File: config.mk
export PLATFORM = sky130hd
export DESIGN_NAME = cts_div
export DESIGN_NICKNAME = d
export VERILOG_FILES = /design/src/rtl/cts_div.sv
export SDC_FILE = /design/constraint.sdc
export NUM_CORES = 1
export LEC_CHECK = 0
export BUFFER_PORTS_ARGS = -buffer_cell sky130_fd_sc_hd__buf_2
export CAP_MARGIN = 20
export CORE_ASPECT_RATIO = 0.7
export CORE_MARGIN = 8
export CORE_UTILIZATION = 50
export DETAILED_ROUTE_END_ITERATION = 10
export PLACE_DENSITY = 0.63
export SYNTH_ARGS = -nofsm -noshare
export SYNTH_HDL_FRONTEND = slang
export SYNTH_SLANG_ARGS = --single-unit
File: constraint.sdc
create_clock -name clk -period 3.34 [get_ports clk]
set_input_delay 1.002 -clock clk [delete_from_list [all_inputs] [get_ports clk]]
set_output_delay 1.002 -clock clk [all_outputs]
set_load 0.01 [all_outputs]
File: src/rtl/cts_div.sv
module cts_div #(
  parameter int NUM_W  = 8,
  parameter int DEN_W  = 8,
  parameter int SIDE_W = 1
) (
  input  logic              clk,
  input  logic              rst_n,
  input  logic              en,
  input  logic              in_valid,
  input  logic [NUM_W-1:0]  in_num,
  input  logic [DEN_W-1:0]  in_den,
  input  logic [SIDE_W-1:0] in_side,
  output logic              out_valid,
  output logic [NUM_W-1:0]  out_quo,
  output logic [SIDE_W-1:0] out_side
);

  logic [NUM_W:0]    v_r;
  logic [NUM_W-1:0]  num_r  [0:NUM_W];
  logic [NUM_W-1:0]  quo_r  [0:NUM_W];
  logic [DEN_W-1:0]  rem_r  [0:NUM_W];
  logic [DEN_W-1:0]  den_r  [0:NUM_W];
  logic [SIDE_W-1:0] side_r [0:NUM_W];

  logic [DEN_W:0] sh_w [0:NUM_W-1];
  logic [DEN_W:0] df_w [0:NUM_W-1];
  logic           ge_w [0:NUM_W-1];

  // one restoring step per stage: shift in the next numerator bit, try subtract
  always_comb begin
    for (int i = 0; i < NUM_W; i++) begin
      sh_w[i] = {rem_r[i], num_r[i][NUM_W-1]};
      df_w[i] = sh_w[i] - {1'b0, den_r[i]};
      ge_w[i] = ~df_w[i][DEN_W];
    end
  end

  always_ff @(posedge clk) begin
    if (!rst_n) begin
      v_r <= '0;
    end else if (en) begin
      v_r <= {v_r[NUM_W-1:0], in_valid};
    end
  end

  always_ff @(posedge clk) begin
    if (en) begin
      num_r[0]  <= in_num;
      quo_r[0]  <= '0;
      rem_r[0]  <= '0;
      den_r[0]  <= in_den;
      side_r[0] <= in_side;
      for (int i = 0; i < NUM_W; i++) begin
        num_r[i+1]  <= {num_r[i][NUM_W-2:0], 1'b0};
        quo_r[i+1]  <= {quo_r[i][NUM_W-2:0], ge_w[i]};
        rem_r[i+1]  <= ge_w[i] ? df_w[i][DEN_W-1:0] : sh_w[i][DEN_W-1:0];
        den_r[i+1]  <= den_r[i];
        side_r[i+1] <= side_r[i];
      end
    end
  end

  assign out_valid = v_r[NUM_W];
  assign out_quo   = quo_r[NUM_W];
  assign out_side  = side_r[NUM_W];

endmodule
== Word level (Yosys, flattened, before mapping) ==
Memory sizes are Yosys's and may differ from the RTL's.
Index checks and enable logic that the tools add are counted.
Operators by class
  reduce and logical (&&, ||, !) cells: 0
  divide/modulo/power cells: 0
  shifts and indexed selects: 0
  bitwise logic cells: 8
  magnitude comparators: 0
  multipliers: 0
  add/subtract/negate cells: 8
  mux-type cells: 10
  equality and inequality tests: 0
Operator list (number)
  $sub 9x8->9: 8
  $mux 8: 8
  $not 1->1: 8
  $mux 1: 2
Storage, ports and cells
  ROM bits: 0
  memories: 5
  bits in writable memories: 297
  latch bits: 0
  register bits after elaboration: 9
Memory list
  den_r: depth 9, width 8, rd ports 8, clocked after memory_dff 0, write ports 9, RTL line 22  | logic [DEN_W-1:0] den_r [0:NUM_W];
  num_r: depth 9, width 8, rd ports 8, clocked after memory_dff 0, write ports 9, RTL line 19  | logic [NUM_W-1:0] num_r [0:NUM_W];
  quo_r: depth 9, width 8, rd ports 9, clocked after memory_dff 0, write ports 9, RTL line 20  | logic [NUM_W-1:0] quo_r [0:NUM_W];
  rem_r: depth 9, width 8, rd ports 8, clocked after memory_dff 0, write ports 9, RTL line 21  | logic [DEN_W-1:0] rem_r [0:NUM_W];
  side_r: depth 9, width 1, rd ports 9, clocked after memory_dff 0, write ports 9, RTL line 23  | logic [SIDE_W-1:0] side_r [0:NUM_W];

== Longest topological paths before layout ==
  word-level depth: 2
  depth in mapped cells: 10

== Worst setup path after synthesis ==
No wires, ideal clock.
  path kind: flip-flop to flip-flop
  start point: mem num_r[1][7] (netlist: num_r[0][15])
  end point: mem rem_r[2][1] (netlist: rem_r[0][17]) (data pin)
  data required time: 3080 ps
  library setup time: 260 ps
  arrival: 2210 ps
  path slack: 870 ps
  period minus slack after synthesis: 2470 ps
  stages on the path, launching flop included: 10
  path through: edfxtp_1 > inv_1 > ha_1 > inv_1 > fa_1 > a21o_1 > a21oi_1 > o31ai_1 > xor2_2 > mux2_2
RTL lines (RTL line)
  start: declaration: 19
  end: declaration: 21

==> results.yml <==
yosys:
  ys_ff_latch: 210
  ys_top_cells_by_area: "edfxtp_1 64%, ha_1 7.6%, mux2_2 4.1%, inv_1 2.9%, mux2i_1 2.3%"
  netlist_top_cells_count: "201 x edfxtp_1, 73 x inv_1, 57 x ha_1, 35 x a21oi_1, 34 x mux2_2"
  synth_edf_count: 201
  netlist_area_um2: 9420
  avgSynthCellArea_um2: 14.9
  ys.flop_type: "edfxtp_1"
  async_flop_share_pct: 0
  synth.most_common_cell: "edfxtp_1"
  yosysWarningCount: 0
  synth.yosys.seq_area_share_pct: 66.0
  yosysTopAreaCell: "edfxtp_1"
  yosysUniqueCellTypes: 47
  syn_inst: 634
  synth_top_area_share_pct: 64.1
power:
  swShare_pct: 27.6
  p_clk_share_pct: 27.6
  p_seq_share_pct: 44.6
  power-per-cell-area_nw_per_um2: 776
  net-switching-power_mw: 2.27
  power_leakage_nw: 4.18
  fin_total_pwr_mw: 8.23
  combPwrFrac_pct: 27.9
  p_int_mw: 5.96
  ir_drop_uv: 404
worst_setup_path:
  endpoint_kind: "flip-flop"
  timing.rr.start: "num_r[0][15]$_DFFE_PP_"
  r2r_cells: 9
  start_kind: "flip-flop"
  startpoint: "num_r[0][15]$_DFFE_PP_"
  worstSetupPathType: "flip-flop to flip-flop"
  crit_fanout: 9
  worstPathRequired_ps: 3590
  critPathArrivalTime_ps: 3130
  rrSetupSlack_ps: 460
die:
  start_util_pct: 50.4
  io_pins: 31
  die_width_um: 180
  placementRows: 42
  fp.dieH_um: 131
  core-area_um2: 18700
  dieArea_um2: 23600
finish:
  area_growth_pct: 12.6
  nNetsFinal: 778
  drive_gt1_share_pct: 16.4
  antenna_cells: 0
timing:
  min_period_over_period_pct: 86.3
  fin_skew_ps: 15.0
  hold_viol_final: 0
  rsz0062_at_grt: "no"
  tns_ps: 0
  setup_violations: 0
  period_needed_ps: 2880
  relSlewSlack_pct: 33.0
  worst_pin_slew_ps: 998
  max_freq_mhz: 347
  finalMaxSlewViolations: 0
cts:
  cts.repair.resized: 0
  clkSinkCount: 210
  htree_levels: 1
  post_cts_buffers: 0
  cts_max_path_buffers: 3
  cts_buffers: 22
  cts_tree: "done"
  insertion_delay_ps: 500
  hold_buffers: 0
  cts.clk_slew.worst_paths_ps: 60
  root_buffer: "clkbuf_16"
grt:
  grt_pass1_wl_mm: 25.1
  antenna_found_initial: 0
  grt_pass1_vias: 5121
  grt_usage_pct: 13.0
  grt-ovfl-total: 0
  grt_max_degree: 79
drt:
  drc: 0
  drtIter0Drc: 326
  wl_per_cell_um: 15.6
  via_per_inst: 5.29
  vias: 5024
  drt-total-wl_mm: 14.9
  drtAntennaViolNets: 0
  first_pass_iters: 5
outcome:
  status: "complete, no violations"
hold_path:
  hold-path-cell-count: 0
  holdCritPathClass: "flip-flop to flip-flop"
  hold_start: "quo_r[6][2]$_DFFE_PP_"
placement:
  globalplace.congestion: 0.877
  hpwl_mm: 10.5
  io_buffers: 30
job:
  timing.max_cap.violations: 0
==> path summary, 6_finish.rpt <==
| check | endpoint |
|---|---|
| max reg2reg | rem_r[0][22]$_DFFE_PP_ |
| min | quo_r[7][3]$_DFFE_PP_ |
| min reg2reg | quo_r[7][3]$_DFFE_PP_ |
| max | rem_r[0][22]$_DFFE_PP_ |
==> flip-flops by register name, indices dropped and copies added, names as in the netlist <==
register,flops
den_r,64
num_r,36
quo_r,36
rem_r,56
side_r,9
v_r,9
==> logic make-up (layout without fill, tap and decap cells) <==
| family | after synthesis | after routing | synth area share (%) |
|---|---|---|---|
| muxes | 62 | 62 | 7.36 |
| other | 1 | 3 | 0.0398 |
| xor gates and xnor gates | 30 | 30 | 2.95 |
| adders and majority gates | 63 | 63 | 8.84 |
| AOI/OAI and AO/OA | 90 | 90 | 5.88 |
| DFF | 210 | 210 | 66.0 |
| buffers and inverters | 75 | 147 | 3.01 |
| and+or+nand+nor | 103 | 103 | 5.94 |
==> cells in the final DEF (no fill, tap or decap), drive strengths merged, types with 9 or more instances in the layout <==
master / instances
edfxtp: 201
inv: 74
ha: 57
mux2: 40
a21oi: 35
buf: 34
clkbuf: 31
mux2i: 22
nor2: 20
nand2: 18
xnor2: 16
nor2b: 14
o21ai: 14
xor2: 14
nand2b: 12
nand3: 12
a211oi: 11
dfxtp: 9
==> layer usage <==
layer	wire (um)	vias up	global-route usage, %
met3	771	28	2.96
met2	6750	117	21.6
met5	0	-	0
met4	346	0	3.83
met1	7000	2395	17.1
li1	-	2484	-
==> power groups by stage <==
stage	Sequential, mW	Clock (mW)	Combinational (mW)
after floorplan	3.65	0	1.82
after global placement	3.72	0	2.20
after detailed placement	3.72	0	2.27
after CTS	3.67	2.33	2.29
after global routing	3.71	2.44	2.53
final	3.67	2.27	2.29
==> stage by stage <==
step | setup WS [ps] | instance area [um^2] | instances | hold WS (ps) | utilization [%]
2_1_floorplan | 870 | 9430 | 636 | 400 | -
3_3_place_gp | 513 | 9950 | 912 | 400 | 53.2
3_5_place_dp | 463 | 9950 | 912 | 405 | 53.2
4_1_cts | 444 | 10600 | 950 | 412 | 56.7
5_1_grt | 299 | 10600 | 950 | 423 | 56.7
6_report | 456 | 10600 | 950 | 412 | 56.7
==> critical path, stage by stage, from the launching register on <==
cell      delay (ps)
edfxtp_1         350
inv_1             80
ha_1             180
inv_1             60
fa_1             420
a21o_1           180
a21oi_1          270
o31ai_1          160
xor2_2           520
mux2_2           420
==> cell type report <==
type                       instances  area [um^2]
inverter                          74          280
tap                              242          303
clock inverter                     8         61.3
sequential                       210         6220
fill                            1488         8100
timing repair buffer              35          221
multi-input combinational        351         2930
clock buffer                      30          602
(Power assumes the default switching activity.)
